## src/hw/rtl/sut_pkg.sv

```systemverilog
// Shared types and constants for the sorted unique key table.
package sut_pkg;

  // Field widths of the request and result channels
  localparam int unsigned KEY_W    = 32;
  localparam int unsigned CMD_W    = 2;
  localparam int unsigned STATUS_W = 3;
  localparam int unsigned CNT_W    = 4;

  // Default number of table slots
  localparam int unsigned CAPACITY_DEF = 8;

  typedef enum logic [CMD_W-1:0] {
    CMD_INSERT = 2'd0,
    CMD_DELETE = 2'd1,
    CMD_DUMP   = 2'd2
  } cmd_e;

  typedef enum logic [STATUS_W-1:0] {
    ST_OK      = 3'd0,
    ST_DUP     = 3'd1,
    ST_FULL    = 3'd2,
    ST_EMPTY   = 3'd3,
    ST_MISSING = 3'd4
  } status_e;

  typedef enum logic [3:0] {
    S_IDLE,
    S_SCAN_RD,
    S_SCAN_CHK,
    S_UP_RD,
    S_UP_WR,
    S_DN_RD,
    S_DN_WR,
    S_DUMP_RD,
    S_DUMP_OUT,
    S_EMIT
  } state_e;

endpackage

```

## src/hw/rtl/sut_if.sv

```systemverilog
// Request and result channel interfaces of the sorted unique key table.
interface sut_req_if;
  logic                                valid;
  logic                                ready;
  logic [sut_pkg::CMD_W-1:0]           command;
  logic signed [sut_pkg::KEY_W-1:0]    key;

  modport source (output valid, output command, output key, input ready);
  modport sink   (input valid, input command, input key, output ready);
endinterface

interface sut_res_if;
  logic                                valid;
  logic                                ready;
  logic [sut_pkg::STATUS_W-1:0]        status;
  logic signed [sut_pkg::KEY_W-1:0]    value;
  logic [sut_pkg::CNT_W-1:0]           count;
  logic                                last;

  modport source (output valid, output status, output value, output count, output last,
                  input ready);
  modport sink   (input valid, input status, input value, input count, input last,
                  output ready);
endinterface

```

## src/hw/rtl/sorted_unique_table.sv

```systemverilog
// Insert and delete scan the entries in order, a read state and a check state per entry, then
// shift entries one at a time, a read and a write state per entry, then end with the result.
// A dump reads each entry, then outputs it; full, empty and empty-dump results go to S_EMIT.
// One request at a time: ready is high only in S_IDLE, so a new request waits until the result
// of the last one is loaded; output stalls add to this. All reads use the store's single read port.
// Reset clears the fill count and control state; key storage is not cleared.
module sorted_unique_table #(
  parameter int unsigned CAPACITY = sut_pkg::CAPACITY_DEF
) (
  input  logic     clk_i,
  input  logic     rst_ni,
  sut_req_if.sink  req_i,
  sut_res_if.source res_o
);

  localparam int unsigned AW = (CAPACITY > 1) ? $clog2(CAPACITY) : 1;
  localparam int unsigned FW = $clog2(CAPACITY + 1);

  sut_pkg::state_e state_q, state_d;
  logic [FW-1:0]   idx_q, idx_d;
  logic [FW-1:0]   pos_q, pos_d;
  logic [FW-1:0]   fill_q, fill_d;
  logic [sut_pkg::CMD_W-1:0]        cmd_q, cmd_d;
  logic signed [sut_pkg::KEY_W-1:0] key_q, key_d;
  logic [sut_pkg::STATUS_W-1:0]     rst_q, rst_d;   // result status
  logic signed [sut_pkg::KEY_W-1:0] rval_q, rval_d; // result value

  // Output register
  logic                             ovalid_q;
  logic [sut_pkg::STATUS_W-1:0]     ostatus_q;
  logic signed [sut_pkg::KEY_W-1:0] ovalue_q;
  logic [sut_pkg::CNT_W-1:0]        ocount_q;
  logic                             olast_q;

  // Store port
  logic                             mem_we, mem_re;
  logic [AW-1:0]                    mem_waddr, mem_raddr;
  logic signed [sut_pkg::KEY_W-1:0] mem_wdata, mem_rdata;

  logic                             out_free, out_load, req_take;
  logic [sut_pkg::STATUS_W-1:0]     load_status;
  logic signed [sut_pkg::KEY_W-1:0] load_value;
  logic                             load_last;
  logic [FW-1:0]                    idx_inc, idx_dec;
  logic                             idx_at_fill, next_is_last, is_insert;

  sut_store #(
    .CAPACITY (CAPACITY),
    .AW       (AW)
  ) u_store (
    .clk_i   (clk_i),
    .we_i    (mem_we),
    .waddr_i (mem_waddr),
    .wdata_i (mem_wdata),
    .re_i    (mem_re),
    .raddr_i (mem_raddr),
    .rdata_o (mem_rdata)
  );

  assign out_free     = !ovalid_q || res_o.ready;
  assign req_take     = req_i.valid && req_i.ready;
  assign idx_inc      = idx_q + FW'(1);
  assign idx_dec      = idx_q - FW'(1);
  assign idx_at_fill  = (idx_q == fill_q);
  assign next_is_last = (idx_inc == fill_q);
  assign is_insert    = (cmd_q == sut_pkg::CMD_INSERT);

  // Next state and working registers
  always_comb begin
    state_d = state_q;
    idx_d   = idx_q;
    pos_d   = pos_q;
    fill_d  = fill_q;
    cmd_d   = cmd_q;
    key_d   = key_q;
    rst_d   = rst_q;
    rval_d  = rval_q;
    unique case (state_q)
      sut_pkg::S_IDLE: begin
        if (req_take) begin
          cmd_d  = req_i.command;
          key_d  = req_i.key;
          rval_d = req_i.key;
          idx_d  = '0;
          pos_d  = fill_q;
          case (req_i.command)
            sut_pkg::CMD_INSERT: begin
              if (fill_q == FW'(CAPACITY)) begin
                rst_d   = sut_pkg::ST_FULL;
                state_d = sut_pkg::S_EMIT;
              end else begin
                state_d = sut_pkg::S_SCAN_RD;
              end
            end
            sut_pkg::CMD_DELETE: begin
              if (fill_q == '0) begin
                rst_d   = sut_pkg::ST_EMPTY;
                state_d = sut_pkg::S_EMIT;
              end else begin
                state_d = sut_pkg::S_SCAN_RD;
              end
            end
            sut_pkg::CMD_DUMP: begin
              if (fill_q == '0) begin
                rst_d   = sut_pkg::ST_EMPTY;
                rval_d  = '0;
                state_d = sut_pkg::S_EMIT;
              end else begin
                state_d = sut_pkg::S_DUMP_RD;
              end
            end
            default: state_d = sut_pkg::S_IDLE; // unused code: dropped
          endcase
        end
      end
      sut_pkg::S_SCAN_RD: begin
        if (idx_at_fill) begin
          if (is_insert) begin
            state_d = sut_pkg::S_UP_RD;   // append at the end
          end else begin
            rst_d   = sut_pkg::ST_MISSING;
            state_d = sut_pkg::S_EMIT;
          end
        end else begin
          state_d = sut_pkg::S_SCAN_CHK;
        end
      end
      sut_pkg::S_SCAN_CHK: begin
        if (mem_rdata == key_q) begin
          if (is_insert) begin
            rst_d   = sut_pkg::ST_DUP;
            state_d = sut_pkg::S_EMIT;
          end else begin
            state_d = sut_pkg::S_DN_RD;
          end
        end else if (key_q < mem_rdata) begin
          // sorted: nothing further can match
          if (is_insert) begin
            pos_d   = idx_q;
            idx_d   = fill_q;
            state_d = sut_pkg::S_UP_RD;
          end else begin
            rst_d   = sut_pkg::ST_MISSING;
            state_d = sut_pkg::S_EMIT;
          end
        end else begin
          idx_d   = idx_inc;
          state_d = sut_pkg::S_SCAN_RD;
        end
      end
      sut_pkg::S_UP_RD: begin
        if (idx_q == pos_q) begin
          fill_d  = fill_q + FW'(1);
          rst_d   = sut_pkg::ST_OK;
          state_d = sut_pkg::S_EMIT;
        end else begin
          state_d = sut_pkg::S_UP_WR;
        end
      end
      sut_pkg::S_UP_WR: begin
        idx_d   = idx_dec;
        state_d = sut_pkg::S_UP_RD;
      end
      sut_pkg::S_DN_RD: begin
        if (next_is_last) begin
          fill_d  = fill_q - FW'(1);
          rst_d   = sut_pkg::ST_OK;
          state_d = sut_pkg::S_EMIT;
        end else begin
          state_d = sut_pkg::S_DN_WR;
        end
      end
      sut_pkg::S_DN_WR: begin
        idx_d   = idx_inc;
        state_d = sut_pkg::S_DN_RD;
      end
      sut_pkg::S_DUMP_RD: begin
        state_d = sut_pkg::S_DUMP_OUT;
      end
      sut_pkg::S_DUMP_OUT: begin
        if (out_free) begin
          if (next_is_last) begin
            state_d = sut_pkg::S_IDLE;
          end else begin
            idx_d   = idx_inc;
            state_d = sut_pkg::S_DUMP_RD;
          end
        end
      end
      sut_pkg::S_EMIT: begin
        if (out_free) begin
          state_d = sut_pkg::S_IDLE;
        end
      end
      default: state_d = sut_pkg::S_IDLE;
    endcase
  end

  // Store accesses, request ready and result load
  always_comb begin
    mem_we      = 1'b0;
    mem_waddr   = idx_q[AW-1:0];
    mem_wdata   = mem_rdata;
    mem_re      = 1'b0;
    mem_raddr   = idx_q[AW-1:0];
    req_i.ready = 1'b0;
    out_load    = 1'b0;
    load_status = rst_q;
    load_value  = rval_q;
    load_last   = 1'b1;
    unique case (state_q)
      sut_pkg::S_IDLE: req_i.ready = 1'b1;
      sut_pkg::S_SCAN_RD: mem_re = !idx_at_fill;
      sut_pkg::S_UP_RD: begin
        if (idx_q == pos_q) begin
          mem_we    = 1'b1;
          mem_wdata = key_q;
        end else begin
          mem_re    = 1'b1;
          mem_raddr = idx_dec[AW-1:0];
        end
      end
      sut_pkg::S_UP_WR: mem_we = 1'b1;
      sut_pkg::S_DN_RD: begin
        mem_re    = !next_is_last;
        mem_raddr = idx_inc[AW-1:0];
      end
      sut_pkg::S_DN_WR: mem_we = 1'b1;
      sut_pkg::S_DUMP_RD: mem_re = 1'b1;
      sut_pkg::S_DUMP_OUT: begin
        out_load    = out_free;
        load_status = sut_pkg::ST_OK;
        load_value  = mem_rdata;
        load_last   = next_is_last;
      end
      sut_pkg::S_EMIT: out_load = out_free;
      default: ;
    endcase
  end

  // Control registers
  always_ff @(posedge clk_i or negedge rst_ni) begin
    if (!rst_ni) begin
      state_q  <= sut_pkg::S_IDLE;
      fill_q   <= '0;
      ovalid_q <= 1'b0;
    end else begin
      state_q <= state_d;
      fill_q  <= fill_d;
      if (out_load) begin
        ovalid_q <= 1'b1;
      end else if (res_o.ready) begin
        ovalid_q <= 1'b0;
      end
    end
  end

  // Working and result payload registers
  always_ff @(posedge clk_i) begin
    idx_q  <= idx_d;
    pos_q  <= pos_d;
    cmd_q  <= cmd_d;
    key_q  <= key_d;
    rst_q  <= rst_d;
    rval_q <= rval_d;
    if (out_load) begin
      ostatus_q <= load_status;
      ovalue_q  <= load_value;
      ocount_q  <= sut_pkg::CNT_W'(fill_q);
      olast_q   <= load_last;
    end
  end

  assign res_o.valid  = ovalid_q;
  assign res_o.status = ostatus_q;
  assign res_o.value  = ovalue_q;
  assign res_o.count  = ocount_q;
  assign res_o.last   = olast_q;

endmodule

```

## src/hw/rtl/sut_store.sv

```systemverilog
// Key storage: one write port, one read port, registered read data.
module sut_store #(
  parameter int unsigned CAPACITY = sut_pkg::CAPACITY_DEF,
  parameter int unsigned AW       = 1
) (
  input  logic                             clk_i,
  input  logic                             we_i,
  input  logic [AW-1:0]                    waddr_i,
  input  logic signed [sut_pkg::KEY_W-1:0] wdata_i,
  input  logic                             re_i,
  input  logic [AW-1:0]                    raddr_i,
  output logic signed [sut_pkg::KEY_W-1:0] rdata_o
);

  logic signed [sut_pkg::KEY_W-1:0] mem_q [CAPACITY];
  logic signed [sut_pkg::KEY_W-1:0] rdata_q;

  // Write port
  always_ff @(posedge clk_i) begin
    if (we_i) begin
      mem_q[waddr_i] <= wdata_i;
    end
  end

  // Read port, data held until the next read
  always_ff @(posedge clk_i) begin
    if (re_i) begin
      rdata_q <= mem_q[raddr_i];
    end
  end

  assign rdata_o = rdata_q;

endmodule
```

## src/flat_wrapper.sv

```systemverilog
// flat-port wrapper written by rule: the top's interface ports become plain ports
module sorted_unique_table_flat 
#(
  parameter int unsigned CAPACITY = sut_pkg::CAPACITY_DEF
)
  (clk_i, rst_ni, req_i_valid, req_i_command, req_i_key, req_i_ready, res_o_valid, res_o_status, res_o_value, res_o_count, res_o_last, res_o_ready);
  sut_req_if req_i_i ();
  sut_res_if res_o_i ();
  input  logic clk_i;
  input  logic rst_ni;
  input wire logic [$bits(req_i_i.valid)-1:0] req_i_valid;
  input wire logic [$bits(req_i_i.command)-1:0] req_i_command;
  input wire logic [$bits(req_i_i.key)-1:0] req_i_key;
  output wire logic [$bits(req_i_i.ready)-1:0] req_i_ready;
  output wire logic [$bits(res_o_i.valid)-1:0] res_o_valid;
  output wire logic [$bits(res_o_i.status)-1:0] res_o_status;
  output wire logic [$bits(res_o_i.value)-1:0] res_o_value;
  output wire logic [$bits(res_o_i.count)-1:0] res_o_count;
  output wire logic [$bits(res_o_i.last)-1:0] res_o_last;
  input wire logic [$bits(res_o_i.ready)-1:0] res_o_ready;
  assign req_i_i.valid = req_i_valid;
  assign req_i_i.command = req_i_command;
  assign req_i_i.key = req_i_key;
  assign req_i_ready = req_i_i.ready;
  assign res_o_valid = res_o_i.valid;
  assign res_o_status = res_o_i.status;
  assign res_o_value = res_o_i.value;
  assign res_o_count = res_o_i.count;
  assign res_o_last = res_o_i.last;
  assign res_o_i.ready = res_o_ready;
  sorted_unique_table #(.CAPACITY(CAPACITY)) u_core (.clk_i(clk_i), .rst_ni(rst_ni), .req_i(req_i_i), .res_o(res_o_i));
endmodule
```

## config.mk

```make
export PLATFORM = sky130hd
export DESIGN_NAME = sorted_unique_table_flat
export DESIGN_NICKNAME = d
export VERILOG_FILES = /design/src/hw/rtl/sut_pkg.sv /design/src/hw/rtl/sut_if.sv /design/src/hw/rtl/sorted_unique_table.sv /design/src/hw/rtl/sut_store.sv /design/src/flat_wrapper.sv
export SDC_FILE = /design/constraint.sdc
export NUM_CORES = 1
export LEC_CHECK = 0
export ABC_AREA = 1
export ABC_CLOCK_PERIOD_IN_PS = 3700
export BUFFER_PORTS_ARGS = -buffer_cell sky130_fd_sc_hd__buf_2
export CORE_ASPECT_RATIO = 1.25
export CORE_MARGIN = 2
export CORE_UTILIZATION = 40
export CTS_CLUSTER_DIAMETER = 60
export DETAILED_ROUTE_END_ITERATION = 16
export PLACE_DENSITY = 0.7
export SYNTH_ARGS = -nofsm -noshare
export SYNTH_HDL_FRONTEND = slang
export SYNTH_HIERARCHICAL = 1
export SYNTH_SLANG_ARGS = --single-unit
```

## constraint.sdc

```tcl
create_clock -name clk_i -period 3.7 [get_ports clk_i]
set_input_delay 0.925 -clock clk_i [delete_from_list [all_inputs] [get_ports clk_i]]
set_output_delay 0.925 -clock clk_i [all_outputs]
set_load 0.02 [all_outputs]
```

After elaboration in Yosys (flattened, before gate mapping). Memories as Yosys holds them, arrays and structs flattened. A register that Yosys moved wholly into a read port is not among the register bits. Index checks and enable logic that the tools add are counted. Widths: inputs -> output; s select.

Flip-flop bits (word level): 126. Latch bits: 0. Memory bits (writable): 256. Bits in read-only memories: 0. Input port bits: 38. Output and inout bits: 42. Word-level logic and storage cells: 134. Memories kept: 1.

Add/sub/neg operators: 4. Multiply operators: 0. Divide/modulo/power cells: 0. Order comparisons: 1. Equality and inequality tests: 32. Shift-type cells: 0. Multiplexer cells: 60. Bitwise operators: 0. Reductions and logical operators: 23.

Memories: u_core.u_store.mem_q (depth 8, bits a word 32, read ports 1, clocked after memory_dff 1, write ports 1, line sut_store.sv:15) `logic signed [sut_pkg::KEY_W-1:0] mem_q [CAPACITY];`.

Operator list (number): $mux 32 (5); $mux 4 (25); $pmux 4 s10 (1); $mux 3 (12); $eq 32x32->1 (1); $lt 32x32->1 (1); $pmux 4 s5 (1); $eq 4x3->1 const B (4); $ne 2x1->1 const B (8); $pmux 4 s2 (2); $pmux 3 s5 (1); $eq 4x4->1 (3); $eq 4x4->1 const B (3); $ne 3x2->1 const B (4); $pmux 3 s2 (2); $pmux 4 s3 (1); $reduce_and 10->1 (1); $reduce_bool 5->1 (2); $add 4x1->4 const B (2); $eq 4x2->1 const B (2); $logic_not 4->1 (2); $mux 1 (8); $sub 4x1->4 const B (2); $reduce_and 3->1 (2); 17 further kinds (25).

Longest topological paths before layout. Gate-level depths: netlist of run 1.

Word-level depth: 5. Mapped depth: 18. Mapped depth without buffers: 18.

By module. Netlist of run 1, hierarchy kept.

Modules (own cells, without submodules): sut_store (times used 1, cells each 1156, area an instance 12192.9 um2, sequential area each 8648.3 um2); sorted_unique_table (times used 1, cells each 721, area an instance 6810.3 um2, sequential area each 3738.6 um2).

Worst setup path after synthesis of run 1. OpenSTA, ideal clock, no wires.

Path type: input -> register. Start: input req_i_valid. End: register u_core/cmd_q[0] in the netlist's numbering, enable pin. Library setup time: 490 ps. Data arrival time: 3716 ps. Data required time: 3210 ps. Path slack: -506 ps. Stages: 2. Buffers on the path: 0. Path through: inv_1 > nor2_1.

Word-level cells in the longest chain between the ends: 2.

RTL lines: start: declaration (line flat_wrapper.sv:11) `input wire logic [$bits(req_i_i.valid)-1:0] req_i_valid;`; $logic_and 1x1->1 (line sorted_unique_table.sv:61) `assign req_take = req_i.valid && req_i.ready;`; $reduce_and 2->1 (no source line); end signal: assignment (line sorted_unique_table.sv:262) `cmd_q <= cmd_d;`; end: declaration (line sorted_unique_table.sv:23) `logic [sut_pkg::CMD_W-1:0] cmd_q, cmd_d;`.

Every way passes these cells. A chain may end at the register's enable or synchronous reset.

Worst setup path in the final report of run 1.
Start: register u_core.idx_q[2]. End: register u_core.u_store.rdata_q, in the netlist u_core/u_store/rdata_o[9], read port of u_core.u_store.mem_q, data pin.

Elaborated cells on any way between the ends: 11. Classes of those cells: 2 x add/sub; 3 x eq/ne; 4 x mux; 2 x reduce/logical.

RTL lines: start: declaration (line sorted_unique_table.sv:20) `logic [FW-1:0] idx_q, idx_d;`; start signal: assignment (line sorted_unique_table.sv:260) `idx_q <= idx_d;`; $eq 4x4->1 (line sorted_unique_table.sv:215) `if (idx_q == pos_q) begin`; $mux 3 (line sorted_unique_table.sv:215); $pmux 3 s2 (line sorted_unique_table.sv:211) `unique case (state_q)`; via u_core.mem_raddr[0] (line sorted_unique_table.sv:37) `logic [AW-1:0] mem_waddr, mem_raddr;`; end: declaration (line sut_store.sv:16) `logic signed [sut_pkg::KEY_W-1:0] rdata_q;`.

The timed path passes the listed nets, and every way through them passes these cells.

==> out/results.ini, run 1 <==
[worst_setup_path]
cp_top_family=simple AND/OR/NAND/NOR gates
critical_path_class=reg -> reg
rrSetupSlack_ps=590
endpoint_kind=register
cp_slowest_cell=edfxtp_1
critPathMaxStageDelay_ps=600
cp_common_cell=nand2_1
crit_chain=xnor2_1 > nand4_1 > nand2_1 > nand2_1 > xor2_1 > clkinv_2 > inv_2 > buf_4 > nand2_1 > nand3_1 > nand2_1 > nand2_1 > nand2_1
worst-path-buf-inv=3
cp.required_ps=4000
cp_data_arrival_time_ps=3410
start_kind=register
cp_max_fo=56

[die]
die_h_um=248
pin_count=80
fp.coreArea_mm2=0.0471
start_util_pct=40.3
placementRows=89
die_x_um=199
die_area_mm2=0.0493

[timing]
relSlewSlack_pct=33.5
finalHoldViolCount=0
tightest_slew_ps=987
tns_ps=0
fin_crit_sh_pct=83.9
setup_viol=0
rsz0062_at_grt=no
fin_crit_ps=3110
skew_ps=11.9
fmax_ghz=0.322
final_max_slew_viol_count=0

[drt]
antenna_left=0
dr.pass1.iters=5
drc_errors=0
route.vias.total=12600
post_drt_wl_per_cell_um=16.5
wl_mm=43.3
drtIter0Drc=1055
vias_per_cell=4.81

[pwr]
pwr-share-seq_pct=38.2
cellPowerDensity_mw_per_mm2=860
total_leakage_power_nw=9.57
ir_worst_vdd_uv=704
power.switching_mw=7.25
switching_share_pct=39.3
p_int_mw=11.2
comb_power_share_pct=38.9
p_clk_share_pct=22.9

[global_route]
grt_pass1_wl_mm=67.4
grt_max_degree=129
grt_pass1_vias=12600
antenna_found_initial=0
overflow=0
grt_use_total_pct=17.8

[layout]
area_delta_synth_final_pct=13.0
n_fill_cell=4262
final_nets=2038
final_area_mm2=0.0215
drive_gt1_share_pct=10.9
diodes=0

[synth]
synth_edf_count=405
synth_largest_area_cell=edfxtp_1
synth.top_cell.area_share_pct=64.0
synth_seq_cells=414
synth.avg_cell_area_um2=10.1
synthArstFlopShare_pct=2.17
yosysUniqueCellTypes=40
ys_seq_area_share_pct=65.2
postSynthNetCount=1956
synth_cells=1877
yosysWarningCount=6
synth_ff_type=edfxtp_1
synth.area.top_cells=edfxtp_1 (64%), nand2_1 (12%), inv_1 (7.4%), nand3_1 (4.0%), ha_1 (2.6%)
synth_area_mm2=0.0190

[worst_hold_path]
hp-class=in -> async

[placement]
placed_area_mm2=0.0201
portBuffers=79
post-dp-hpwl_mm=26.2
gp_congestion=0.880

[clocking]
path_clk_slew_ps=60
htreeDepth=2
cts_resized=0
clock-root-buffer=clkbuf_16
holdBufCountCts=0
cts_buffers=42
clock_latency_ps=560
tritoncts=yes
clkSinkCount=414
postCtsSetupRepairBufs=0
cts_buffer_depth=3

[flow_run]
max_cap_violations=0

[outcome]
status=finished, final reports clean

## routing by layer
metal,wire [µm],GRT usage [%]
met4,1410,6.47
met2,21700,31.4
met5,0,0
met3,2870,2.88
met1,17400,22.1
## Yosys cell counts (all sizes together) (3+ instances only)
cell and count:
a21oi 17, buf 50, clkbuf 18, dfrtp 9, edfxtp 405, ha 40
inv 381, nand2 619, nand3 152, nand4 8, nor2 59, nor3 6
nor4 3, o211ai 3, o21a 3, o21ai 77, xnor2 7, xor2 10
## power by group through the flow
stage,Combinational [mW],Sequential (mW),Clock (mW)
6_report,7.18,7.05,4.23
2_1_floorplan,5.28,7.09,0
4_1_cts,7.18,7.06,4.33
5_1_grt,8.07,7.12,4.51
3_3_place_gp,6.92,7.13,0
3_5_place_dp,7.16,7.14,0
## per-stage QoR
| step | utilization, % | worst slack [ps] | instances | hold WS [ps] | power (mW) |
|---|---|---|---|---|---|
| after detailed placement | 42.7 | 667 | 2552 | 518 | 14.3 |
| after global routing | 45.6 | 371 | 2628 | 212 | 19.7 |
| after floorplan | - | 436 | 1877 | 500 | 12.4 |
| after CTS | 45.6 | 659 | 2628 | 205 | 18.6 |
| final | 45.6 | 594 | 2628 | 219 | 18.5 |
| after global placement | 42.7 | 809 | 2552 | 512 | 14.1 |
## area by class of cell
| type | instances | area, µm² | share of cell area [%] |
|---|---|---|---|
| clock buffers | 46 | 1070 | 4.97 |
| well taps | 637 | 797 | 3.71 |
| multi-input cells | 1014 | 4830 | 22.5 |
| repair buffers | 106 | 661 | 3.08 |
| flip-flops and latches | 414 | 12400 | 57.7 |
| clock inverters | 30 | 300 | 1.40 |
| inverters | 381 | 1430 | 6.67 |
## cell families after synthesis
kind of cell	count (synthesis)	synth area share (%)
XOR/XNOR	17	0.823
adder cells (fa/ha/maj)	41	2.74
buffers and inverters	449	9.73
flip-flops	414	65.2
AND/OR/NAND/NOR	849	18.5
AO/OA/AOI/OAI	107	3.00
## cell usage in the layout, fill, tap and decap left out, types with 2 or more instances in the layout
cell type   count
nand2_4         4
nor2_2         15
inv_1         372
dfrtp_1         9
inv_2           8
nor2_4          3
ha_1           40
nor3_1          5
clkbuf_16      42
clkinv_2       12
o21ai_0        76
nand3_2         2
clkbuf_1        4
o21a_1          3
o211ai_1        3
buf_2          79
buf_12          5
bufinv_16       5
nand4_1         8
xnor2_1         6
nand2_1       608
a21oi_1        17
nand2_2         7
clkinv_1        6
inv_6           2
buf_4          22
nor2_1         40
nand3_1       150
clkinvlp_4      4
edfxtp_1      405
nor4_1          3
xor2_1         10
## path summary, 6_finish.rpt
| path | from | end | cells after the start |
|---|---|---|---|
| min reg2reg | u_core/rval_q[18] | u_core/res_o.value[18] | 2 |
| max reg2reg | u_core/idx_q[2] | u_core/u_store/rdata_o[9] | 13 |
| max in group asynchronous | rst_ni | u_core/state_q[0] | 1 |
| max | u_core/idx_q[2] | u_core/u_store/rdata_o[9] | 13 |
| min | rst_ni | u_core/fill_q[2] | 1 |
| min in group clk_i | u_core/rval_q[18] | u_core/res_o.value[18] | 2 |
## sequential cells by signal, indices dropped and copies added (netlist names)
| name | count |
|---|---|
| u_core/fill_q | 4 |
| u_core/cmd_q | 2 |
| u_core/u_store/mem_q | 256 |
| u_core/res_o.count | 4 |
| u_core/pos_q | 4 |
| u_core/res_o.last | 1 |
| u_core/rval_q | 32 |
| u_core/res_o.value | 32 |
| u_core/key_q | 32 |
| u_core/rst_q | 3 |
| u_core/u_store/rdata_o | 32 |
| u_core/idx_q | 4 |
| u_core/res_o.valid | 1 |
| u_core/state_q | 4 |
| u_core/res_o.status | 3 |
(Power assumes the default switching activity.)
==> run 2, diff against run 1 <==
- ABC_AREA: 1 -> 0
- ABC_CLOCK_PERIOD_IN_PS: 3700 -> 2800
- clock period: 3.7 -> 2.8 ns (I/O delays scaled with it)
==> out/results.ini, run 2 <==
[worst_setup_path]
cp_max_fo=7  ; -88%
endpoint_kind=register
cp.required_ps=3090  ; -910 ps
cp_data_arrival_time_ps=3160  ; -250 ps
critical_path_class=reg -> reg
start_kind=register

[clocking]
clock_latency_ps=550  ; about the same
clock-root-buffer=clkbuf_16
clkSinkCount=414  ; unchanged
cts_buffer_depth=3  ; unchanged
tritoncts=yes
cts_buffers=41  ; -2.4%
path_clk_slew_ps=60  ; about the same
htreeDepth=2  ; unchanged

[pwr]
p_total_mw=25.3  ; +37%
total_leakage_power_nw=7.48  ; -22%
cellPowerDensity_mw_per_mm2=1190  ; +38%
ir_worst_vdd_uv=553  ; -21%

[synth]
synth_seq_cells=414  ; unchanged
postSynthNetCount=1056  ; -46%
yosysWarningCount=6  ; unchanged
synth_area_mm2=0.0176  ; -7.3%
synth.avg_cell_area_um2=18.0  ; +78%
synth_ff_type=edfxtp_1
synth_edf_count=405  ; unchanged
synth_largest_area_cell=edfxtp_1
synth.area.top_cells=edfxtp_1 (69%), mux2_2 (6.1%), mux4_1 (6.0%), mux4_2 (3.1%), ha_1 (2.8%)
synth.top_cell.area_share_pct=69.0  ; +5.0 points
synthArstFlopShare_pct=2.17  ; unchanged
yosysMostFrequentCell=edfxtp_1
synth_common_cells=edfxtp_1 (405), mux2_2 (95), nand2_1 (44)
synth_cells=977  ; -48%
ys_seq_area_share_pct=70.3  ; +5.1 points
yosysUniqueCellTypes=57  ; +43%

[drt]
post_drt_wl_per_cell_um=22.5  ; +36%
vias_per_cell=5.37  ; +12%
antenna_left=0  ; unchanged
route.vias.total=9418  ; -25%
dr.pass1.iters=5  ; unchanged
wl_mm=39.5  ; -8.9%
drtIter0Drc=764  ; -28%
drc_errors=0  ; unchanged

[layout]
n_fill_cell=3546  ; -17%
final_cell_mix=edfxtp_1 (405), mux2_2 (94), buf_2 (79), buf_4 (62), mux4_2 (56)
final_area_mm2=0.0212  ; -1.0%
final_nets=1237  ; -39%
regMostFlops=u_core/u_store/mem_q
largest_reg_flops=256  ; unchanged
regArea_mm2=0.0124  ; unchanged
diodes=0  ; unchanged
drive_gt1_share_pct=36.7  ; +26 points
layout_commonest_cell=edfxtp_1
area_delta_synth_final_pct=20.6
fin_util_pct=49.1  ; +3.5 points
instances_no_fill=1755  ; -33%
multiInputGateArea_mm2=0.00498  ; +3.2%

[die]
fp.coreArea_mm2=0.0433  ; -8.1%
die_area_mm2=0.0457  ; -7.2%
die_x_um=192  ; -3.6%
start_util_pct=40.7  ; +0.35 points
die_h_um=239  ; -3.7%
placementRows=85  ; -4.5%
pin_count=80  ; unchanged

[timing]
setup_viol=30  ; +30
final_max_slew_viol_count=0  ; unchanged
setup_ws_ps=-68.5  ; -663 ps
tns_ps=-1160  ; -1160 ps
fmax_ghz=0.349  ; +8.3%
fin_crit_ps=2870  ; -237 ps
relSlewSlack_pct=50.0  ; +16 points
finalHoldViolCount=0  ; unchanged
rsz0062_at_grt=yes
fin_hold_ws_ps=335  ; +116 ps
skew_ps=19.9  ; +8.05 ps
fin_crit_sh_pct=102  ; +19 points
tightest_slew_ps=743  ; -244 ps

[outcome]
violations=negative setup slack
status=finished with violations

[global_route]
grt_pass1_vias=9657  ; -23%
grt_use_total_pct=16.8  ; -1.1 points
grt_max_degree=43  ; -67%
overflow=0  ; unchanged
antenna_found_initial=1  ; +1
grt_pass1_wl_mm=56.8  ; -16%

[worst_hold_path]
hp-class=in -> reg

[placement]
post-place-cells=1658  ; -35%
portBuffers=79  ; unchanged
pre_cts_slack_ps=-133  ; -800 ps
placed_area_mm2=0.0195  ; -3.2%
post-dp-hpwl_mm=22.8  ; -13%
gp_congestion=0.861  ; -2.2%

[flow_run]
max_cap_violations=0  ; unchanged

run 2: changes by cell type after synthesis, sizes merged, moves of 10 or more:
| cell | change |
|---|---|
| nand2 | -575 |
| mux4 | +64 |
| mux2 | +95 |
| buf | -20 |
| nand2b | +17 |
| nor2 | -26 |
| nand3 | -145 |
| o21ai | -52 |
| and2 | +34 |
| inv | -338 |
| a21oi | +10 |
run 2: where the power goes:
part	internal, mW	switching, mW
Sequential	8.81	0.468
Combinational	5.15	5.26
Clock	3.28	2.32
Total	17.2	8.05
run 2: worst paths after layout:
| path | cells after the start | to | slack, ps | startpoint |
|---|---|---|---|---|
| min in group asynchronous | 2 | u_core/res_o.valid | 550 | rst_ni |
| max | 9 | u_core/u_store/rdata_o[17] | -70 | u_core/idx_q[0] |
| min reg2reg | 1 | u_core/res_o.value[5] | 550 | u_core/rval_q[5] |
| max reg2reg | 9 | u_core/u_store/rdata_o[17] | -70 | u_core/idx_q[0] |
| min | 1 | u_core/key_q[6] | 330 | req_i_key[6] |
| max in group asynchronous | 2 | u_core/fill_q[3] | 2060 | rst_ni |
run 2: area by class of cell:
class / count / share of cell area, %
Clock inverter: 31 / 1.43
Multi-Input combinational cell: 478 / 23.4
Inverter: 43 / 0.760
Timing Repair Buffer: 180 / 7.65
Sequential cell: 414 / 58.3
Clock buffer: 44 / 5.08
Tap cell: 565 / 3.33
run 2: logic make-up after synthesis:
family          after synthesis  synth area share, %
simple gates                169                 4.91
buf+inv                      85                 2.34
xor+xnor                     19                 1.02
flops                       414                 70.3
mux                         163                 15.4
fa+ha+maj                    41                 2.95
compound gates               86                 3.10
run 2: timing repair:
| action | 4_1_cts | 5_1_grt |
|---|---|---|
| endpoints found under the setup margin | 32 | 44 |
| resized for setup | 11 | 43 |
| endpoints found under the hold margin | 9 | 0 |
| hold buffers | 1 | 0 |
| gates cloned | 2 | 10 |
| setup buffers | 6 | 6 |
| pin swaps | 3 | 14 |
run 2: per-layer routing:
metal | up-vias | share of wire [%] | global-route usage [%]
met1 | 4815 | 39 | 20.4
met4 | 2 | 2.5 | 4.69
met3 | 62 | 6.8 | 3.20
met5 | - | 0.035 | 0
li1 | 4191 | - | -
met2 | 348 | 51 | 30.1
run 2: worst max-delay path, stage by stage (launching register included):
cell	delay, ps
edfxtp_1	430
xor2_2	210
nor4_4	400
nand2_2	130
nand2_4	120
xnor2_4	160
buf_12	210
buf_12	140
mux4_1	550
mux2_2	270
